==> src/design/fdl_ram.sv <==
// ----------------------------------------------------------------------------
// Generic RAM
// Simple dual port RAM with one write port and one registered read port.
// ----------------------------------------------------------------------------
`default_nettype none

module fdl_ram #(
    parameter int WIDTH = 8,
    parameter int DEPTH = 16
) (
    input  wire logic                     clk,
    input  wire logic                     we,
    input  wire logic [$clog2(DEPTH)-1:0] waddr,
    input  wire logic [WIDTH-1:0]         wdata,
    input  wire logic [$clog2(DEPTH)-1:0] raddr,
    output logic      [WIDTH-1:0]         rdata
);

    logic [WIDTH-1:0] mem [DEPTH];

    always_ff @(posedge clk)
    begin
        if (we)
        begin
            mem[waddr] <= wdata;
        end
        rdata <= mem[raddr];
    end

endmodule

`default_nettype wire

==> config.mk <==
export PLATFORM = sky130hd
export DESIGN_NAME = fdl_ram
export DESIGN_NICKNAME = d
export VERILOG_FILES = /design/src/design/fdl_ram.sv
export SDC_FILE = /design/constraint.sdc
export NUM_CORES = 1
export LEC_CHECK = 0
export BUFFER_PORTS_ARGS = -buffer_cell sky130_fd_sc_hd__buf_2
export CORE_UTILIZATION = 60
export DETAILED_ROUTE_END_ITERATION = 7
export MAX_ROUTING_LAYER = met4
export PLACE_DENSITY = 0.88
export REMOVE_ABC_BUFFERS = 1
export SETUP_SLACK_MARGIN = 0.02
export SKIP_LAST_GASP = 1
export SYNTH_ARGS = -nofsm -noshare
export SYNTH_HDL_FRONTEND = slang
export SYNTH_SLANG_ARGS = --single-unit
==> constraint.sdc <==
create_clock -name clk -period 1.8 [get_ports clk]
set_input_delay 0.18 -clock clk [delete_from_list [all_inputs] [get_ports clk]]
set_output_delay 0.18 -clock clk [all_outputs]
set_load 0.05 [all_outputs]
Yosys cells after proc, flatten, opt, wreduce, memory -nomap -nowiden
Memory sizes are Yosys's and may differ from the RTL's. A register that Yosys moved wholly into a read port is not among the register bits.
Cells that the tools add are included.

storage, ports and cells
  register bits = 0
  RAM bits = 128
  input port bits = 18
  output and inout bits = 8
  word-level logic and storage cells = 3
  memories kept = 1

operators by class
  muxes and demuxes = 2

memories
  name  depth  width  rd ports  clocked after memory_dff  wr ports  RTL line  text
  mem   16     8      1         1                         1         19        logic [WIDTH-1:0] mem [DEPTH];

operator list
  kind    number
  $mux 1  2

Depth between registers and ports, before layout
Gate-level depths: netlist of the first run.

  depth in word-level cells = 2
  gate-level depth with buffers = 5
  mapped depth without buffers = 3

Worst setup path after synthesis of the first run
Ideal clock, no wire load.

  path type = in2reg
  start = input port waddr[2]
  end = memory mem[0][0], enable pin
  library setup time = 0.383 ns
  data arrival time = 1.290 ns
  required time = 1.417 ns
  setup slack = 0.127 ns
  cell stages on the path = 2
  buffers on the path = 0
  cell sequence = or3b_2 > nor3_1

RTL lines
  element          RTL line  text
  start, declared  13        input wire logic [$clog2(DEPTH)-1:0] waddr,
  end, declared    19

Straight into the memory's write port.

==> results.txt, run 1 <==
crit path kind - register to register
Filler cells - 486
drt first pass iters - 4
leakage - 2.13 nW
Initial Util - 62.3%
DRC viols - 0
Global Route Usage Sum - 25.2%
crit-path max FO - 1
CP Cell Sequence - mux4_1 > a22oi_1 > nand2_1
post-CTS sizing - 0
Final Util - 74.6%
Clock Pin Slew Worst Setup and Hold Paths - 0.06 ns
RSZ-0062 raised after global routing - false
crit start category - register
final hold vios - 0
register area - 0.00400 mm²
Root Buffer - clkbuf_8
Num CTS Buffers - 17
final net count - 301
clock skew - 0.0111 ns
post-route ant nets - 0
cell area after synthesis - 0.00515 mm²
vias in the first global route - 2505
number of placed I/O pins - 26
Crit path max-delay family - multiplexers
Site Rows - 33
Post-CTS Hold Buffers - 0
routed len/inst - 24.6 µm
fmax - 712 MHz
max_cap viols - 0
number of diodes - 0
Core Region - 0.00826 mm²
Yosys cell types - 19
layout cell share with drive strength beyond 1 - 31.8%
Initial DRC Count - 191
Num Clock Sinks - 136
Worst EP arrival - 1.78 ns
setup tns final - 0 ns
first-pass GRT wire length - 14500 µm
Detailed Place HPWL - 5700 µm
WP buf/inv - 0
Ys Warns - 0
worst rel slew slack - 73.4%
PD cells - 1270 mW/mm²
register area share after synthesis - 77.8%
post-CTS setup repair buffer count - 0
final wirelength - 9870 µm
fin crit share - 78.0%
CTS max path bufs - 2
IO Port Bufs - 25
Final setup viols - 0
initial antenna violation count - 0
gp weighted congestion - 0.729
area delta synth->final - 19.7%
die area - 0.00895 mm²
Die W - 94.6 µm
Multi-input gate area - 0.00106 mm²
post-synthesis average cell area - 22.5 µm²
Yosys reg bits - 136
crit path max-delay cell type - mux4_1
CTS H-Tree Depth - 4
Syn Inst Count - 229
Via density - 6.14
status - finished, final reports clean
largest net degree at the start of global routing - 33
CTS tree - yes
Tmin final - 1.40 ns
fin. max-slew vios - 0
maximum vdd ir drop - 900 µV
critical path data required time - 2.18 ns
Clk Latency, worst-skew pair - 0.51 ns
gr ovfl total - 0
Die Height - 94.6 µm
type of the worst min-delay path - primary input to register
Least-Margin Pin Slew - 0.400 ns
via count - 2464
crit-path max cell delay - 0.54 ns
Critical Path End Type - register
==> kinds of logic (layout without fill, tap and decap cells) <==
kind of cell / count (synthesis) / count (layout) / synth area share [%]
AOI/OAI and AO/OA: 16 / 16 / 2.33
buffers and inverters: 10 / 77 / 1.68
DFF: 136 / 136 / 77.8
muxes: 32 / 32 / 15.0
and+or+nand+nor: 35 / 35 / 3.18
==> report_power, final <==
part / total, mW / switching (mW) / leakage, nW / internal (mW)
clock network: 3.89 / 1.23 / 0.322 / 2.66
registers: 3.57 / 0.0247 / 1.22 / 3.54
logic: 0.396 / 0.252 / 0.586 / 0.144
total: 7.85 / 1.51 / 2.13 / 6.34
==> routing by layer <==
| layer | global-route usage, % | wire length (µm) | share of wire, % | up-vias |
|---|---|---|---|---|
| met5 | - | 0 | 0 | - |
| met4 | 10.1 | 121 | 1.2 | 0 |
| met3 | 5.72 | 518 | 5.2 | 11 |
| met2 | 39.9 | 5050 | 51 | 92 |
| met1 | 32.1 | 4190 | 42 | 1281 |
| li1 | - | - | - | 1080 |
==> cell usage in the layout, fill, tap and decap left out <==
cell / count
clkinv_1: 1
or3b_2: 1
nand3b_1: 2
buf_2: 25
bufinv_16: 7
edfxtp_1: 128
mux4_1: 14
and2_1: 1
clkbuf_16: 16
dfxtp_1: 8
and2b_1: 1
nand2b_1: 2
nor3_1: 4
a22oi_1: 16
clkbuf_1: 1
nor2_1: 13
nor2b_1: 1
clkinvlp_4: 2
nand3_1: 1
buf_4: 18
clkbuf_8: 1
clkinv_2: 3
clkinv_4: 1
buf_12: 2
nand2_1: 9
mux4_2: 18
==> worst reg2reg max path: stages (launching register included) <==
cell and delay [ns]:
edfxtp_1 0.39, mux4_1 0.54, a22oi_1 0.26, nand2_1 0.09
==> synthesized netlist by cell type <==
master / count / area (µm²)
edfxtp_1: 128 / 3840
mux4_2: 18 / 405
a22oi_1: 16 / 120
mux4_1: 14 / 368
nor2_1: 13 / 48.8
nand2_1: 9 / 33.8
dfxtp_1: 8 / 160
nor3_1: 4 / 20.0
buf_2: 3 / 15.0
buf_6: 3 / 33.8
clkdlybuf4s25_2: 3 / 30.0
nand2b_1: 2 / 12.5
nand3b_1: 2 / 15.0
and2_1: 1 / 6.26
and2b_1: 1 / 7.51
buf_4: 1 / 7.51
nand3_1: 1 / 5.00
nor2b_1: 1 / 6.26
or3b_2: 1 / 8.76
==> registers in the layout (all words and copies together) (netlist names) <==
register,count
mem,128
rdata,8
==> worst paths after layout <==
check             from   endpoint  slack (ns)  cells past startpoint
max          mem[9][5]   rdata[5]        0.40                      3
min           wdata[7]  mem[0][7]        0.06                      1
max reg2reg  mem[9][5]   rdata[5]        0.40                      3
min reg2reg  mem[8][0]   rdata[0]        0.69                      3
==> area by class of cell <==
type                            count  area share [%]
Sequential cell                   136            65.0
Clock buffer                       18            6.78
Tap cell                          105            2.13
Timing Repair Buffer               45            4.87
Clock inverter                     14            4.10
Multi-Input combinational cell     83            17.2
==> through the flow <==
step | area, µm² | setup slack, ns | cells | total power [mW] | hold slack [ns]
after floorplan | 5060 | 0.127 | 219 | 3.84 | 0.279
after global placement | 5490 | 0.151 | 369 | 4.01 | 0.570
after detailed placement | 5490 | 0.147 | 369 | 4.03 | 0.575
after CTS | 6160 | 0.354 | 401 | 7.91 | 0.0274
after global routing | 6160 | 0.338 | 401 | 8.06 | 0.0447
final | 6160 | 0.396 | 401 | 7.85 | 0.0588
Note: power is estimated with default switching activity, not from simulation.
==> run 2: changes to the inputs <==
- clock period: 1.8 -> 1.3 ns (I/O delays scaled with it)
==> results.txt, run 2 (synthesis results as in run 1) <==
status - finished with violations
failing checks - negative setup slack
RR Endpoint - rdata[0]
Core Region - 0.00826 mm²
Cell Int Power - 8.31 mW
PD cells - 1670 mW/mm²
Final setup viols - 2
part of the power in registers - 47.2%
Switch Pwr - 2.17 mW
crit-path max FO - 1
CTS tree - yes
type of the worst min-delay path - primary input to register
CTS H-Tree Depth - 4
placed cell count - 376
critical path data required time - 1.70 ns
DRC viols - 0
Filler cells - 446
Root Buffer - clkbuf_8
Critical R2R Launch - mem[0][0]
initial antenna violation count - 0
Logic pwr share - 6.0%
Detailed Place HPWL - 6280 µm
clock skew - 0.0105 ns
total power - 10.5 mW
IO Port Bufs - 25
fin crit share - 101%
Initial DRC Count - 243
layout cell share with drive strength beyond 1 - 37.7%
Reg with most FFs - mem
Clock Pin Slew Worst Setup and Hold Paths - 0.06 ns
routed len/inst - 25.1 µm
gr ovfl total - 0
number of diodes - 0
Hold Startpoint - wdata[3]
power share of the clock group - 46.8%
area delta synth->final - 21.7%
number of placed I/O pins - 26
gp weighted congestion - 0.757
most common cell after layout, fill and taps aside - edfxtp_1
final worst slack - -0.0164 ns
final wirelength - 10400 µm
Die W - 94.6 µm
Hold EP - mem[14][3]
R2R Setup Slk - -0.02 ns
max FFs per register - 128
depth of the worst register-to-register path - 3
Worst EP arrival - 1.71 ns
Top Registers - mem x128, rdata x8
max_cap viols - 0
CTS max path bufs - 2
most frequent cells in the layout - edfxtp_1, buf_4, mux4_2, buf_2, clkbuf_16
Least-Margin Pin Slew - 0.950 ns
final non-filler cell total - 413
first-pass GRT wire length - 15300 µm
Critical Path End Type - register
vias in the first global route - 2649
Hold Path Depth - 1
post-route ant nets - 0
Tmin final - 1.32 ns
Initial Util - 62.3%
worst rel slew slack - 36.5%
largest net degree at the start of global routing - 22
maximum vdd ir drop - 1190 µV
crit start category - register
drt first pass iters - 5
Die Height - 94.6 µm
Final Util - 75.9%
crit path kind - register to register
fin. max-slew vios - 0
switching portion of total power - 20.7%
final net count - 314
RSZ-0062 raised after global routing - true
Via density - 6.26
Global Route Usage Sum - 26.6%
Num Clock Sinks - 136
Clk Latency, worst-skew pair - 0.51 ns
Site Rows - 33
Num CTS Buffers - 17
via count - 2585
fmax - 760 MHz
final hold vios - 0
die area - 0.00895 mm²
leakage - 2.16 nW
==> run 2: cell types whose count changed in the layout (fill, tap and decap cells not counted), sizes merged <==
cell | previous run | this run
dlygate4sd3 | 0 | 6
buf | 45 | 50
bufinv | 7 | 4
clkbuf | 18 | 21
clkinv | 5 | 7
clkinvlp | 2 | 0
inv | 0 | 1
==> run 2: power by group through the flow <==
stage	clock network, mW	logic (mW)	registers [mW]
after CTS	4.95	0.626	4.94
after global routing	5.13	0.666	4.95
after detailed placement	0	0.578	5.03
after global placement	0	0.558	5.02
after floorplan	0	0.196	5.12
final	4.91	0.631	4.94
==> run 2: what timing repair did <==
| action | CTS | global route |
|---|---|---|
| setup endpoints to repair | 12 | 10 |
| resized for setup | 14 | 7 |
| gates cloned | 0 | 0 |
| pin swaps | 3 | 1 |
| buffers inserted | 0 | 0 |
| hold buffers | 6 | 0 |
| endpoints found under the hold margin | 78 | 0 |
==> run 2: metrics by stage <==
stage | TNS (ns) | cell area, µm² | hold WS, ns | worst slack (ns)
finish | -0.0188 | 6270 | 0.0353 | -0.0164
detailed placement | -4.36 | 5570 | 0.537 | -0.266
floorplan | -4.91 | 5060 | 0.229 | -0.323
global placement | -3.17 | 5570 | 0.521 | -0.216
CTS | -0.0655 | 6250 | 0.0153 | -0.0244
global route | -0.119 | 6270 | 0.0153 | -0.0419
==> run 2: critical path, cell delays in order, from the launching register on <==
cell	delay, ns
edfxtp_1	0.40
mux4_2	0.49
a22oi_2	0.24
nand2_1	0.08
==> run 2: worst max-delay path by stage <==
stage | startpoint | end | slack [ns] | cells past startpoint
3_5_place_dp | raddr[0] | rdata[5] | -0.27 | 5
3_3_place_gp | raddr[0] | rdata[0] | -0.22 | 5
4_1_cts | mem[0][0] | rdata[0] | -0.02 | 3
2_1_floorplan | waddr[2] | mem[0][0] | -0.32 | 2
5_1_grt | mem[0][0] | rdata[0] | -0.04 | 3
6_report | mem[0][0] | rdata[0] | -0.02 | 3
==> run 2: cell type report <==
cell class,instances,area [µm²],area share [%]
clock buffers,19,432,6.89
clock inverters,12,175,2.80
flip-flops and latches,136,4000,63.9
repair buffers,58,453,7.23
well taps,105,131,2.10
multi-input cells,83,1070,17.1
==> run 2: routing by layer <==
layer	routed length (µm)	vias to the layer above	track usage, %
li1	-	1100	-
met1	4230	1336	35.8
met2	5190	130	39.7
met3	783	19	7.97
met4	160	0	8.59
met5	0	-	-
