## src/design/fdl_pkg.sv

```systemverilog
// ----------------------------------------------------------------------------
// Fractional delay line package
// Shared constants, payload types, control structs and a helper function of
// the Lagrange interpolated fractional delay line.
// ----------------------------------------------------------------------------
`default_nettype none

package fdl_pkg;

    localparam int LINE_LENGTH     = 4096;
    localparam int ADDR_W          = $clog2(LINE_LENGTH);
    localparam int INTERP_ORDER    = 3;
    localparam int HALF_ORDER      = INTERP_ORDER / 2;
    localparam int NTAPS           = INTERP_ORDER + 1;
    localparam int TAP_W           = $clog2(NTAPS);
    localparam int SAMPLE_BITS     = 24;
    localparam int DELAY_FRAC_BITS = 16;
    localparam int DELAY_W         = 28;
    localparam int WQ              = 16;

    localparam int D_W       = WQ + 3;
    localparam int NUM_MAG_W = 22;
    localparam int W_W       = NUM_MAG_W + 1;
    localparam int DEN_W     = 13;
    localparam int DIV_SHIFT = 32;
    localparam int RECIP_W   = 33;
    localparam int PROD_W    = W_W + SAMPLE_BITS;
    localparam int ACC_W     = PROD_W + TAP_W;
    localparam int MAG_W     = ACC_W + 1 - WQ;

    localparam logic [DELAY_W-1:0] MIN_DELAY_RESET = DELAY_W'(131072);
    localparam logic [DELAY_W-1:0] UPPER_DELAY =
        DELAY_W'(64'(LINE_LENGTH - INTERP_ORDER) << DELAY_FRAC_BITS);
    localparam logic [MAG_W-1:0] SAT_HI =
        MAG_W'((64'd1 << (SAMPLE_BITS - 1)) - 64'd1);
    localparam logic [MAG_W-1:0] SAT_LO_MAG = MAG_W'(64'd1 << (SAMPLE_BITS - 1));

    // Step schedule of a read, counted in the run state.
    localparam int SCALE_AT  = INTERP_ORDER;
    localparam int FINISH_AT = INTERP_ORDER + 1;
    localparam int MAC_FIRST = INTERP_ORDER + 2;
    localparam int MAC_LAST  = MAC_FIRST + NTAPS - 1;
    localparam int ACC_FIRST = MAC_FIRST + 1;
    localparam int ACC_LAST  = MAC_LAST + 1;
    localparam int ROUND_AT  = ACC_LAST + 1;
    localparam int SAT_AT    = ROUND_AT + 1;
    localparam int CNT_W     = $clog2(SAT_AT + 1);

    typedef enum logic [1:0] {
        OP_READ  = 2'd0,
        OP_WRITE = 2'd1,
        OP_CLEAR = 2'd2
    } opcode_t;

    typedef struct packed {
        logic [1:0]                    opcode;
        logic signed [SAMPLE_BITS-1:0] sample_in;
        logic [DELAY_W-1:0]            delay_amount;
    } fdl_cmd_t;

    typedef struct packed {
        logic signed [SAMPLE_BITS-1:0] sample_out;
        logic                          delay_clamped;
    } fdl_res_t;

    typedef struct packed {
        logic             init;
        logic             mul;
        logic             scale;
        logic             finish;
        logic [TAP_W-1:0] step;
    } fdl_wctl_t;

    typedef struct packed {
        logic clear;
        logic mul;
        logic acc;
        logic round;
        logic sat;
    } fdl_mctl_t;

    function automatic int unsigned fdl_den_mag(input int unsigned k);
        int unsigned p;
        int          diff;
        p = 1;
        for (int j = 0; j <= INTERP_ORDER; j++)
        begin
            if (j != int'(k))
            begin
                diff = int'(k) - j;
                p = p * int'(diff < 0 ? -diff : diff);
            end
        end
        return p;
    endfunction

endpackage

`default_nettype wire

```

## src/design/fdl_mac.sv

```systemverilog
// ----------------------------------------------------------------------------
// Tap accumulator
// Multiplies one weight by one tap per cycle, accumulates the exact sum, then
// rounds it back to the sample scale and saturates it.
// ----------------------------------------------------------------------------
`default_nettype none

module fdl_mac
    import fdl_pkg::*;
(
    input  wire logic                          clk,
    input  wire fdl_mctl_t                     ctrl,
    input  wire logic signed [W_W-1:0]         weight,
    input  wire logic signed [SAMPLE_BITS-1:0] tap,
    output logic signed [SAMPLE_BITS-1:0]      sample_out
);

    logic signed [PROD_W-1:0]      prod_reg;
    logic signed [PROD_W-1:0]      prod_next;
    logic signed [ACC_W-1:0]       acc_reg;
    logic signed [ACC_W-1:0]       acc_next;
    logic                          neg_reg;
    logic                          neg_next;
    logic [MAG_W-1:0]              mag_reg;
    logic [MAG_W-1:0]              mag_next;
    logic signed [SAMPLE_BITS-1:0] res_reg;
    logic signed [SAMPLE_BITS-1:0] res_next;

    logic [ACC_W-1:0]              absv;
    logic [ACC_W:0]                rsum;

    always_comb
    begin
        absv = acc_reg[ACC_W-1] ? ACC_W'(-acc_reg) : ACC_W'(acc_reg);
        rsum = {1'b0, absv} + (ACC_W + 1)'(1 << (WQ - 1));

        prod_next = prod_reg;
        acc_next  = acc_reg;
        neg_next  = neg_reg;
        mag_next  = mag_reg;
        res_next  = res_reg;
        if (ctrl.mul)
        begin
            prod_next = weight * tap;
        end
        if (ctrl.clear)
        begin
            acc_next = '0;
        end
        else if (ctrl.acc)
        begin
            acc_next = acc_reg + ACC_W'(prod_reg);
        end
        if (ctrl.round)
        begin
            neg_next = acc_reg[ACC_W-1];
            mag_next = rsum[ACC_W:WQ];
        end
        if (ctrl.sat)
        begin
            if (!neg_reg)
            begin
                res_next = (mag_reg > SAT_HI) ? SAT_HI[SAMPLE_BITS-1:0]
                                              : mag_reg[SAMPLE_BITS-1:0];
            end
            else
            begin
                res_next = (mag_reg > SAT_LO_MAG) ? SAT_LO_MAG[SAMPLE_BITS-1:0]
                                                  : -mag_reg[SAMPLE_BITS-1:0];
            end
        end
    end

    always_ff @(posedge clk)
    begin
        prod_reg <= prod_next;
        acc_reg  <= acc_next;
        neg_reg  <= neg_next;
        mag_reg  <= mag_next;
        res_reg  <= res_next;
    end

    assign sample_out = res_reg;

endmodule

`default_nettype wire

```

## config.mk

```make
export PLATFORM = sky130hd
export DESIGN_NAME = fdl_mac
export DESIGN_NICKNAME = d
export VERILOG_FILES = /design/src/design/fdl_pkg.sv /design/src/design/fdl_mac.sv
export SDC_FILE = /design/constraint.sdc
export NUM_CORES = 2
export LEC_CHECK = 0
export ABC_AREA = 1
export BUFFER_PORTS_ARGS = -buffer_cell sky130_fd_sc_hd__clkbuf_2
export CAP_MARGIN = 20
export CORE_MARGIN = 2
export CORE_UTILIZATION = 65
export CTS_BUF_LIST = sky130_fd_sc_hd__clkbuf_4 sky130_fd_sc_hd__clkbuf_8 sky130_fd_sc_hd__clkbuf_16
export CTS_CLUSTER_SIZE = 40
export DETAILED_ROUTE_END_ITERATION = 16
export GPL_TIMING_DRIVEN = 0
export PLACE_DENSITY = 0.87
export SYNTH_ARGS = -nofsm -noshare
export SYNTH_HDL_FRONTEND = slang
export SYNTH_SLANG_ARGS = --single-unit
export TNS_END_PERCENT = 5
```

## constraint.sdc

```tcl
create_clock -name clk -period 7.79 [get_ports clk]
set_input_delay 0.3895 -clock clk [delete_from_list [all_inputs] [get_ports clk]]
set_output_delay 0.3895 -clock clk [all_outputs]
set_load 0.005 [all_outputs]
```

# Word-level counts from Yosys, hierarchy flattened
# Index checks and enable logic that the tools add are counted.
# W data, S select, Z words.
[classes] multipliers=1 magnitude_cmp=2 muxes=4 n_addsub=4
[ops] operator="$mux W24" count=3
[ops] operator="$add A49 B16 Y50 const B" count=1
[ops] operator="$add A49 B47 Y49" count=1
[ops] operator="$mux W49" count=1
[ops] operator="$neg A49 Y49" count=1
[ops] operator="$mul A23 B24 Y47" count=1
[ops] operator="$gt A34 B23 Y1 const B" count=1
[ops] operator="$gt A34 B24 Y1 const B" count=1
[ops] operator="$neg A24 Y24" count=1
[totals] reg_bits=155 input_bits=53

# Longest topological paths before layout
[depth] word_depth=3 mapped_depth=29 mapped_depth_nobuf=28

# Least setup slack after synthesis
# No wires, ideal clock.
[synth_timing] path_type="input port to flip-flop" start="in tap[23]" end="reg prod_reg[45] (data pin)" setup_time_ns=0.265 cell_stages=22 arrival_time_ns=6.413 n_path_buf=1 t_required_ns=7.525 slack_ns=1.112 cell_sequence="clkbuf_1 nand2_1 inv_1 fa_1 inv_1 fa_1 inv_1 fa_1 fa_1 fa_1 fa_1 inv_1 fa_1 inv_1 ha_1 nand2_1 nor2_1 inv_1 nor4_1 nand2_1 o211ai_1 xor2_1"
[synth_between] elab_chain_len=1
[synth_lines] item="from (decl)" line="fdl_mac.sv:14" rtl="input wire logic signed [SAMPLE_BITS-1:0] tap,"
[synth_lines] item="$mul A23 B24 Y47" line="fdl_mac.sv:44" rtl="prod_next = weight * tap;"
[synth_lines] item="to (signal assigned)" line="fdl_mac.sv:76" rtl="prod_reg <= prod_next;"
[synth_lines] item="to (decl)" line="fdl_mac.sv:18" rtl="logic signed [PROD_W-1:0] prod_reg;"
# No other way between the ends.
# A chain may end at the register's enable or synchronous reset.

# Final worst setup path
[layout_timing] start="in weight[6]" end="reg prod_reg[40] (data pin)"
[layout_between] elab_chain_len=1
[layout_lines] item="from (decl)" line="fdl_mac.sv:13" rtl="input wire logic signed [W_W-1:0] weight,"
[layout_lines] item="$mul A23 B24 Y47" line="fdl_mac.sv:44"
# No other way between the ends.

==> run summary <==
Max transition margin: 22.38%
Drt pass-1 iters: 7
Skew final: 0.01255 ns
Period utilization: 98.93%
Initial Utilization: 65.87%
Reg2reg end: acc_reg[44]$_SDFFE_PP0P_
Placed Area: 34,320 um2
CTS root buf: clkbuf_16
DP Wirelength: 88.09 mm
WP data required: 8.00 ns
DR WL/cell: 20.31 um
CP top delay family: adder cells
Slowest cell on the critical path: clkbuf_1
Die width: 229.7 um
Seq/Total Area, Yosys: 12.58%
Synthesized flop and latch total: 155
Max reg flops: 49
Reg-to-Reg Start: acc_reg[0]$_SDFFE_PP0P_
Die height: 229.7 um
CTS max path bufs: 2
Max cap viols: 0
Syn avg cell area: 7.570 um2
WL final: 104.6 mm
Hold Crit Start: ctrl[3]
Initial antenna violation count: 0
# port buffers: 74
Via count: 29,220
CTS sink count: 155
Worst Path Arrival: 7.91 ns
Core Box Area: 50,270 um2
R2R Setup Slk: 4.29 ns
Yosys top cell by area: fa_1
RSZ-0062 raised after global routing: true
Synthesized cell area: 33,110 um2
Max Clock Freq: 129.8 MHz
Max stage delay on crit path: 0.75 ns
CP bufs+invs: 8
Fillers: 4,184
Vias in the first global route: 29,710
Status: finished clean
Worst Slack Setup Final: 0.08332 ns
CP max FO: 11
First-pass GRT wire length: 162.1 mm
Clock Latency Late Sink: 0.46 ns
Gr ovfl total: 0
Clock transition at path regs: 0.07 ns
Drt drc: 0
Post-CTS Setup Bufs: 0
Synth top area cells: fa_1, inv_1, nand2_1
Post-route cell area: 34,970 um2
Hold Path Class: primary input to register
Slew Viols, Final: 0
Top Ports: 77
Syn nets: 5,191
Synth cell types: 54
Util after Layout: 69.56%
Via density: 5.671
Final nets: 5,284
Worst Hold Endpoint: prod_reg[42]$_DFFE_PP_
ANT cells: 0
Crit Path Class: primary input to register
Row count: 82
Layout cells sized above 1: 4.732%
Final setup violation count: 0
Synth warn: 0
Antenna viol nets, final: 0
CP Cell Sequence: clkbuf_2, clkbuf_1, nand2_1, inv_1, fa_1, inv_1, fa_1, inv_1, fa_2, fa_1, fa_1, fa_1, inv_1, fa_1, inv_1, ha_1, nand2_1, nor2_1, inv_1, nor4_1, nand4_1, nand3_1, xor2_1
Cts bufs inserted: 17
Cells after Synth: 4,374
Slew @ Worst Pin: 1.154 ns
Pin count of the biggest net entering global routing: 48
Final Wtd Congestion: 1.051
Hold path cells: 1
Final count of hold timing violations: 0
Post-Place Setup Slack: -0.5060 ns
Worst R2R Path Depth: 12
Worst setup SP type: primary input
CTS tree: built
Yosys top cell area share: 35.49%
GRT Util Overall: 40.66%
CP Capture Type: register
Min cycle time layout: 7.707 ns
Initial drt markers: 2,983
Synthesis-to-finish area growth: 5.604%
Die area: 52,760 um2
H-tree levels: 4
[metrics by stage]
step,setup TNS (ns),hold slack (ns),std cells
global route,-0.08211,0.2730,5152
finish,0,0.2582,5152
global placement,-1.127,0.5255,5120
CTS,0,0.4066,5152
floorplan,0,0.4417,4374
detailed placement,-1.523,0.5175,5120
[placed cells by master, fill, tap and decap left out, types with 106 or more instances in the layout]
cell / Yosys / final
nor2_1: 295 / 295
nand3_1: 128 / 128
inv_1: 1192 / 1192
o21ai_0: 156 / 156
edfxtp_1: 106 / 106
nand2_1: 1026 / 1026
a21oi_1: 140 / 140
clkbuf_1: 109 / 108
ha_1: 177 / 177
fa_1: 587 / 585
[logic make-up after synthesis]
family	share of synthesized area [%]
compound gates	6.688
xor+xnor	3.038
fa+ha+maj	42.18
buf+inv	15.06
flops	12.58
other cells	0.01132
simple gates	20.45
[repair_timing]
item                       in CTS  in global routing
hold buffers                    0                  0
gates resized for setup         1                  1
setup endpoints to repair       1                  4
[cell type report]
type / instances / area [um2] / share of cell area (%)
Clock buffer: 17 / 425.4 / 1.217
Sequential cell: 155 / 4164 / 11.91
Multi-Input combinational cell: 2892 / 23970 / 68.54
Timing Repair Buffer: 75 / 390.4 / 1.116
Tap cell: 672 / 840.8 / 2.404
Buffer: 118 / 449.2 / 1.285
Clock inverter: 15 / 197.7 / 0.5653
Inverter: 1208 / 4534 / 12.97
[cell usage after synthesis, drive strengths merged]
master and count:
clkinv 1, clkbuf 110, a41oi 1, o221ai 3, nand3b 15, or2 7
o21ai 163, nor4 12, fa 587, a211oi 1, conb 1, nand4 25
o31ai 5, o21a 4, o22ai 1, buf 9, and3 5, nand3 134
o21bai 19, xor2 76, a221oi 3, xnor2 38, dfxtp 49, nor3 37
ha 177, inv 1207, or3 1, a21boi 6, a21o 14, edfxtp 106
a21oi 140, a31o 4, nor2 328, a31oi 21, and2 1, o2111ai 1
o211ai 10, nor3b 1, nand2 1051
[worst max path at each step]
stage,cells after the start,end,start
floorplan,22,prod_reg[45]$_DFFE_PP_,tap[23]
global placement,21,prod_reg[46]$_DFFE_PP_,weight[9]
detailed placement,23,prod_reg[40]$_DFFE_PP_,weight[5]
CTS,21,prod_reg[46]$_DFFE_PP_,weight[9]
global route,23,prod_reg[40]$_DFFE_PP_,weight[6]
finish,23,prod_reg[40]$_DFFE_PP_,weight[6]
[routing by layer]
layer	share of wire [%]	vias up	GRT usage (%)	wire length, um
met5	0	-	0	0
met4	7.8	0	24.44	8131
met3	11	423	7.924	11440
met2	45	1804	66.96	47570
met1	36	13900	49.89	37500
li1	-	13090	-	-
Power is left out: the tool's default activity adds up to more than one toggle a clock period on the data nets, which glitch-free logic cannot reach.
