### src/design/fdl_pkg.sv
// ----------------------------------------------------------------------------
// Fractional delay line package
// Shared constants, payload types, control structs and a helper function of
// the Lagrange interpolated fractional delay line.
// ----------------------------------------------------------------------------
`default_nettype none

package fdl_pkg;

    localparam int LINE_LENGTH     = 4096;
    localparam int ADDR_W          = $clog2(LINE_LENGTH);
    localparam int INTERP_ORDER    = 3;
    localparam int HALF_ORDER      = INTERP_ORDER / 2;
    localparam int NTAPS           = INTERP_ORDER + 1;
    localparam int TAP_W           = $clog2(NTAPS);
    localparam int SAMPLE_BITS     = 24;
    localparam int DELAY_FRAC_BITS = 16;
    localparam int DELAY_W         = 28;
    localparam int WQ              = 16;

    localparam int D_W       = WQ + 3;
    localparam int NUM_MAG_W = 22;
    localparam int W_W       = NUM_MAG_W + 1;
    localparam int DEN_W     = 13;
    localparam int DIV_SHIFT = 32;
    localparam int RECIP_W   = 33;
    localparam int PROD_W    = W_W + SAMPLE_BITS;
    localparam int ACC_W     = PROD_W + TAP_W;
    localparam int MAG_W     = ACC_W + 1 - WQ;

    localparam logic [DELAY_W-1:0] MIN_DELAY_RESET = DELAY_W'(131072);
    localparam logic [DELAY_W-1:0] UPPER_DELAY =
        DELAY_W'(64'(LINE_LENGTH - INTERP_ORDER) << DELAY_FRAC_BITS);
    localparam logic [MAG_W-1:0] SAT_HI =
        MAG_W'((64'd1 << (SAMPLE_BITS - 1)) - 64'd1);
    localparam logic [MAG_W-1:0] SAT_LO_MAG = MAG_W'(64'd1 << (SAMPLE_BITS - 1));

    // Step schedule of a read, counted in the run state.
    localparam int SCALE_AT  = INTERP_ORDER;
    localparam int FINISH_AT = INTERP_ORDER + 1;
    localparam int MAC_FIRST = INTERP_ORDER + 2;
    localparam int MAC_LAST  = MAC_FIRST + NTAPS - 1;
    localparam int ACC_FIRST = MAC_FIRST + 1;
    localparam int ACC_LAST  = MAC_LAST + 1;
    localparam int ROUND_AT  = ACC_LAST + 1;
    localparam int SAT_AT    = ROUND_AT + 1;
    localparam int CNT_W     = $clog2(SAT_AT + 1);

    typedef enum logic [1:0] {
        OP_READ  = 2'd0,
        OP_WRITE = 2'd1,
        OP_CLEAR = 2'd2
    } opcode_t;

    typedef struct packed {
        logic [1:0]                    opcode;
        logic signed [SAMPLE_BITS-1:0] sample_in;
        logic [DELAY_W-1:0]            delay_amount;
    } fdl_cmd_t;

    typedef struct packed {
        logic signed [SAMPLE_BITS-1:0] sample_out;
        logic                          delay_clamped;
    } fdl_res_t;

    typedef struct packed {
        logic             init;
        logic             mul;
        logic             scale;
        logic             finish;
        logic [TAP_W-1:0] step;
    } fdl_wctl_t;

    typedef struct packed {
        logic clear;
        logic mul;
        logic acc;
        logic round;
        logic sat;
    } fdl_mctl_t;

    function automatic int unsigned fdl_den_mag(input int unsigned k);
        int unsigned p;
        int          diff;
        p = 1;
        for (int j = 0; j <= INTERP_ORDER; j++)
        begin
            if (j != int'(k))
            begin
                diff = int'(k) - j;
                p = p * int'(diff < 0 ? -diff : diff);
            end
        end
        return p;
    endfunction

endpackage

`default_nettype wire

### src/design/fdl_weight.sv
// ----------------------------------------------------------------------------
// Lagrange weight lane
// Builds the weight of one tap: a chain of rounded Q.16 products over the
// other taps, then a rounded division by the integer denominator done as a
// multiplication by its reciprocal.
// ----------------------------------------------------------------------------
`default_nettype none

module fdl_weight
    import fdl_pkg::*;
(
    input  wire logic                  clk,
    input  wire fdl_wctl_t             ctrl,
    input  wire logic [D_W-1:0]        d,
    input  wire logic [TAP_W-1:0]      lane_idx,
    input  wire logic [DEN_W-1:0]      den_mag,
    input  wire logic [RECIP_W-1:0]    recip,
    input  wire logic                  den_neg,
    output logic signed [W_W-1:0]      weight
);

    logic [NUM_MAG_W-1:0]           num_mag_reg;
    logic [NUM_MAG_W-1:0]           num_mag_next;
    logic                           num_neg_reg;
    logic                           num_neg_next;
    logic [NUM_MAG_W+RECIP_W:0]     sprod_reg;
    logic [NUM_MAG_W+RECIP_W:0]     sprod_next;
    logic signed [W_W-1:0]          weight_reg;
    logic signed [W_W-1:0]          weight_next;

    logic [TAP_W-1:0]               j;
    logic signed [D_W:0]            factor;
    logic                           fneg;
    logic [D_W-1:0]                 fmag;
    logic [NUM_MAG_W+D_W-1:0]       mprod;
    logic [NUM_MAG_W+D_W-1:0]       mround;
    logic [NUM_MAG_W:0]             xval;
    logic [NUM_MAG_W-1:0]           quot;

    always_comb
    begin
        j      = (ctrl.step < lane_idx) ? ctrl.step : ctrl.step + TAP_W'(1);
        factor = $signed({1'b0, d}) - $signed({1'b0, D_W'(D_W'(j) << WQ)});
        fneg   = factor[D_W];
        fmag   = fneg ? D_W'(-factor) : D_W'(factor);
        mprod  = num_mag_reg * fmag;
        mround = mprod + (NUM_MAG_W + D_W)'(1 << (WQ - 1));
        xval   = {1'b0, num_mag_reg} + (NUM_MAG_W + 1)'(den_mag >> 1);
        quot   = sprod_reg[DIV_SHIFT +: NUM_MAG_W];

        num_mag_next = num_mag_reg;
        num_neg_next = num_neg_reg;
        sprod_next   = sprod_reg;
        weight_next  = weight_reg;
        if (ctrl.init)
        begin
            num_mag_next = NUM_MAG_W'(1 << WQ);
            num_neg_next = 1'b0;
        end
        if (ctrl.mul)
        begin
            num_mag_next = mround[WQ +: NUM_MAG_W];
            num_neg_next = num_neg_reg ^ fneg;
        end
        if (ctrl.scale)
        begin
            sprod_next = xval * recip;
        end
        if (ctrl.finish)
        begin
            weight_next = (num_neg_reg ^ den_neg) ? -$signed({1'b0, quot})
                                                  : $signed({1'b0, quot});
        end
    end

    always_ff @(posedge clk)
    begin
        num_mag_reg <= num_mag_next;
        num_neg_reg <= num_neg_next;
        sprod_reg   <= sprod_next;
        weight_reg  <= weight_next;
    end

    assign weight = weight_reg;

endmodule

`default_nettype wire

### config.mk
export PLATFORM = sky130hd
export DESIGN_NAME = fdl_weight
export DESIGN_NICKNAME = d
export VERILOG_FILES = /design/src/design/fdl_pkg.sv /design/src/design/fdl_weight.sv
export SDC_FILE = /design/constraint.sdc
export NUM_CORES = 2
export LEC_CHECK = 0
export BUFFER_PORTS_ARGS = -buffer_cell sky130_fd_sc_hd__buf_2
export CORE_MARGIN = 2
export CORE_UTILIZATION = 50
export CTS_CLUSTER_DIAMETER = 40
export CTS_CLUSTER_SIZE = 40
export DETAILED_ROUTE_END_ITERATION = 12
export GPL_ROUTABILITY_DRIVEN = 0
export GPL_TIMING_DRIVEN = 1
export PLACE_DENSITY = 0.69
export REMOVE_ABC_BUFFERS = 1
export SYNTH_ARGS = -nofsm -noshare
export SYNTH_HDL_FRONTEND = slang
export SYNTH_SLANG_ARGS = --single-unit
### constraint.sdc
create_clock -name clk -period 8.9 [get_ports clk]
set_input_delay 0.445 -clock clk [delete_from_list [all_inputs] [get_ports clk]]
set_output_delay 0.445 -clock clk [all_outputs]
set_load 0.01 [all_outputs]
# [After elaboration in Yosys (flattened, before gate mapping)]
# Cells that the tools add are included.
[word_totals] ff_bits=100 in_bits=75 output_inout_bits=23 word_cells=24
[op_classes] addsub=6 multipliers=2 order_cmp=1 n_mux=7 bitwise_logic=2 reduce_logical=1
[op_table] op="$mux 22" count=3
[op_table] op="$mul 23x33->54" count=1
[op_table] op="$add 38x16->38 const B" count=1
[op_table] op="$mul 22x19->38" count=1
[op_table] op="$add 22x12->23" count=1
[op_table] op="$neg 22->23" count=1
[op_table] op="$sub 19x18->20" count=1
[op_table] op="$mux 19" count=1
[op_table] op="$neg 19->19" count=1
[op_table] op="$add 2x1->2 const B" count=1
[op_table] op="$lt 2x2->1" count=1
[op_table] op="$mux 1" count=2
[op_table] op="$mux 2" count=1
[op_table] op="$reduce_bool 2->1" count=1
[op_table] op="$xor 1x1->1" count=2

# [Logic depth before layout (Yosys ltp)]
[depth] word_depth=8 mapped_depth=35 depth_no_buf=34

# [Worst setup path before layout]
# Ideal clock, no wire load.
[synth_path] path_kind="register to register" startpoint="register num_mag_reg[0]" endpoint="register sprod_reg[53], data pin" setup_ns=0.259 t_arrival_ns=8.498 required_time_ns=8.641 setup_slack_ns=0.143 path_stages_with_launch=33 path_buffers=1 period_less_slack_ns=8.757 cell_sequence="edfxtp_1 -> ha_1 -> fa_1 -> a21o_1 -> a21oi_1 -> nand2b_1 -> a211oi_1 -> o31ai_1 -> a21oi_1 -> and3_1 -> xor2_1 -> clkbuf_1 -> nand2_1 -> fa_1 -> inv_1 -> fa_1 -> fa_1 -> fa_1 -> fa_1 -> fa_1 -> inv_1 -> fa_1 -> inv_1 -> ha_1 -> nand4_1 -> nor3_1 -> nand3_1 -> a211oi_1 -> nor3_1 -> o32ai_1 -> a41oi_1 -> o21ai_0 -> xnor2_1"
[synth_via] elab_chain_len=2
[synth_rtl] item="start: declaration" line_no="fdl_weight.sv:22" text="logic [NUM_MAG_W-1:0] num_mag_reg;"
[synth_rtl] item="start signal: assignment" line_no="fdl_weight.sv:78" text="num_mag_reg <= num_mag_next;"
[synth_rtl] item="$add 22x12->23" line_no="fdl_weight.sv:48" text="xval = {1'b0, num_mag_reg} + (NUM_MAG_W + 1)'(den_mag >> 1);"
[synth_rtl] item="$mul 23x33->54" line_no="fdl_weight.sv:67" text="sprod_next = xval * recip;"
[synth_rtl] item="end signal: assignment" line_no="fdl_weight.sv:80" text="sprod_reg <= sprod_next;"
[synth_rtl] item="end: declaration" line_no="fdl_weight.sv:26" text="logic [NUM_MAG_W+RECIP_W:0] sprod_reg;"
# No other way between the ends.
# A chain may end at the register's enable or synchronous reset.

# [Final worst setup path]
[layout_path] startpoint="register num_mag_reg[0]" endpoint="register sprod_reg[48], data pin"
# Same word-level chain as after synthesis.

==> flow_summary.toml <==
[run_status]
status = "completed"

[synthesis]
synth_warnings = 0
async_flop_share_pct = 0
synth_area_leader_cell = "fa_1"
synth.distinct_cells = 60
synthCells = 4425
synth_top_area_share_pct = 49.82
synth.area.top_cells = "fa_1, inv_1, ha_1"
syn_area_per_cell_sq_um = 8.946
dominantRegCellSynth = "edfxtp_1"
synth_area_sq_um = 39580
synth_edf_count = 68
seq_area_frac_synth_pct = 5.159
yosys_register_bits = 68

[critical_path]
cp.arrival_ns = 8.91
worst_path_largest_cell_delay_ns = 0.53
critPathSlowestCell = "fa_1"
critPathKind = "reg -> reg"
endpoint_kind = "flip-flop"
critPathLaunchType = "flip-flop"
cp_max_fo = 7
cp.required_ns = 9.02
crit_top_cell = "fa_1"
cpLargestDelayFamily = "adder cells"
critPathBufInv = 9

[die]
num_rows = 103
start_util_pct = 50.27
io_pins = 98
chipHeight_um = 285.4
die_w_um = 285.4
dieArea_sq_um = 81440
core_sq_um = 78740

[grt]
first_global_vias = 32420
grt_use_total_pct = 26.93
grt_overflow_total = 0
grt_pass1_wl_mm = 171.9
grt_start_max_net_pins = 34
grt_antenna_before_repair = 2

[timing]
tightest_slew_ns = 0.7186
slew-limit-headroom_pct = 52.09
fin_skew_ns = 0.01819
setup-violations-final = 0
fin_crit_sh_pct = 98.72
max_freq_mhz = 113.8
min_period_ns = 8.786
hold_viol = 0
grt_setup_unrepaired = "yes"
drv_slew = 0

[detailed_routing]
ant_nets = 0
vias = 29880
drt_iter0_drc = 2004
drc = 0
avgRoutedWirePerCell_um = 18.70
vias_per_cell = 5.316
routed_wl_mm = 105.1
firstDrtPassIters = 5

[final_layout]
drive_above_1_share_pct = 10.17
layout_common_cells = "inv_1, fa_1, nand2_1"
fin_cells = 5621
layout.nets = 5944
antenna_cells = 0
utilization_pct = 55.77
area_growth_pct = 10.94
largest_reg_flops = 23
final_cell_area_sq_um = 43910
final_common_cell = "inv_1"

[clocking]
clock_latency_ns = 0.38
cts_buffers = 9
clk_path_buf_depth = 2
cts_tree = "built"
cts-root-buf = "clkbuf_16"
clkSlewWorstSetupHoldPaths_ns = 0.08
h-tree-depth = 3
numClockSinks = 68

[place]
dp.cells = 5588
dpl_cell_area_sq_um = 43020
portBuffers = 96
place_hpwl_mm = 81.02

[hold_path]
min_path_type = "in -> reg"

[run]
maxCapViolCount = 0
==> path summary, 6_finish.rpt <==
path,start,to,slack [ns],depth (start not counted)
worst max register to register,num_mag_reg[0],sprod_reg[48],0.11,37
worst min-delay path,ctrl[4],num_mag_reg[16],0.52,2
worst min register to register,sprod_reg[44],weight[12],0.59,1
worst max-delay path,num_mag_reg[0],sprod_reg[48],0.11,37
==> through the flow <==
stage	TNS, ns	hold WS, ns	setup slack, ns
after global routing	-2.850	0.5221	-0.2960
after floorplan	-8.697	0.4264	-0.6551
after detailed placement	-5.987	0.6086	-0.6003
after CTS	0	0.5008	0.01849
after global placement	-3.772	0.5893	-0.4654
final	0	0.5179	0.1140
==> timing repair <==
item | CTS | global route
buffers inserted | 0 | 14
pin swaps | 3 | 51
gates cloned | 0 | 3
setup endpoints to repair | 18 | 29
hold buffers | 0 | 0
resized for setup | 10 | 79
==> kinds of logic (layout without fill, tap and decap cells) <==
kind of cell,count (synthesis),in the layout,synth area share (%)
and+or+nand+nor,1393,1393,16.04
adders and majority gates,1303,1303,59.87
buffers and inverters,1302,1448,12.35
AOI/OAI and AO/OA,247,247,4.062
xor gates and xnor gates,109,109,2.446
DFF,68,68,5.159
muxes,3,3,0.07586
==> synth_stat cells (all sizes together), types with 7 or more instances <==
library cell / instances
xor2: 41
nand4: 18
nor2b: 65
ha: 318
or3: 8
nand3: 21
nor2: 57
a31oi: 14
o31ai: 10
buf: 9
a21o: 41
o21bai: 11
inv: 1077
clkbuf: 215
nand2b: 12
a21oi: 74
and2: 280
edfxtp: 68
o21a: 7
nor3: 19
fa: 985
nand2: 878
a211oi: 15
xnor2: 67
o21ai: 39
nor4: 8
or4: 7
and3: 12
==> layer usage <==
layer,global-route usage [%],vias up,part of all wire (%)
met5,0,-,0
met4,8.220,0,3.6
met3,4.072,235,7.5
met2,45.87,1163,49
met1,35.64,15320,40
li1,-,13160,-
==> area by class of cell <==
cell class / instances / area (sq um)
Clock buffer: 9 / 225.2
Clock inverter: 7 / 82.58
Fill cell: 6992 / 34830
Inverter: 1078 / 4046
Multi-Input combinational cell: 3055 / 33240
Sequential cell: 68 / 2042
Tap cell: 1050 / 1314
Timing Repair Buffer: 354 / 2969
Power is left out: the tool's default activity adds up to more than one toggle a clock period on the data nets, which glitch-free logic cannot reach.
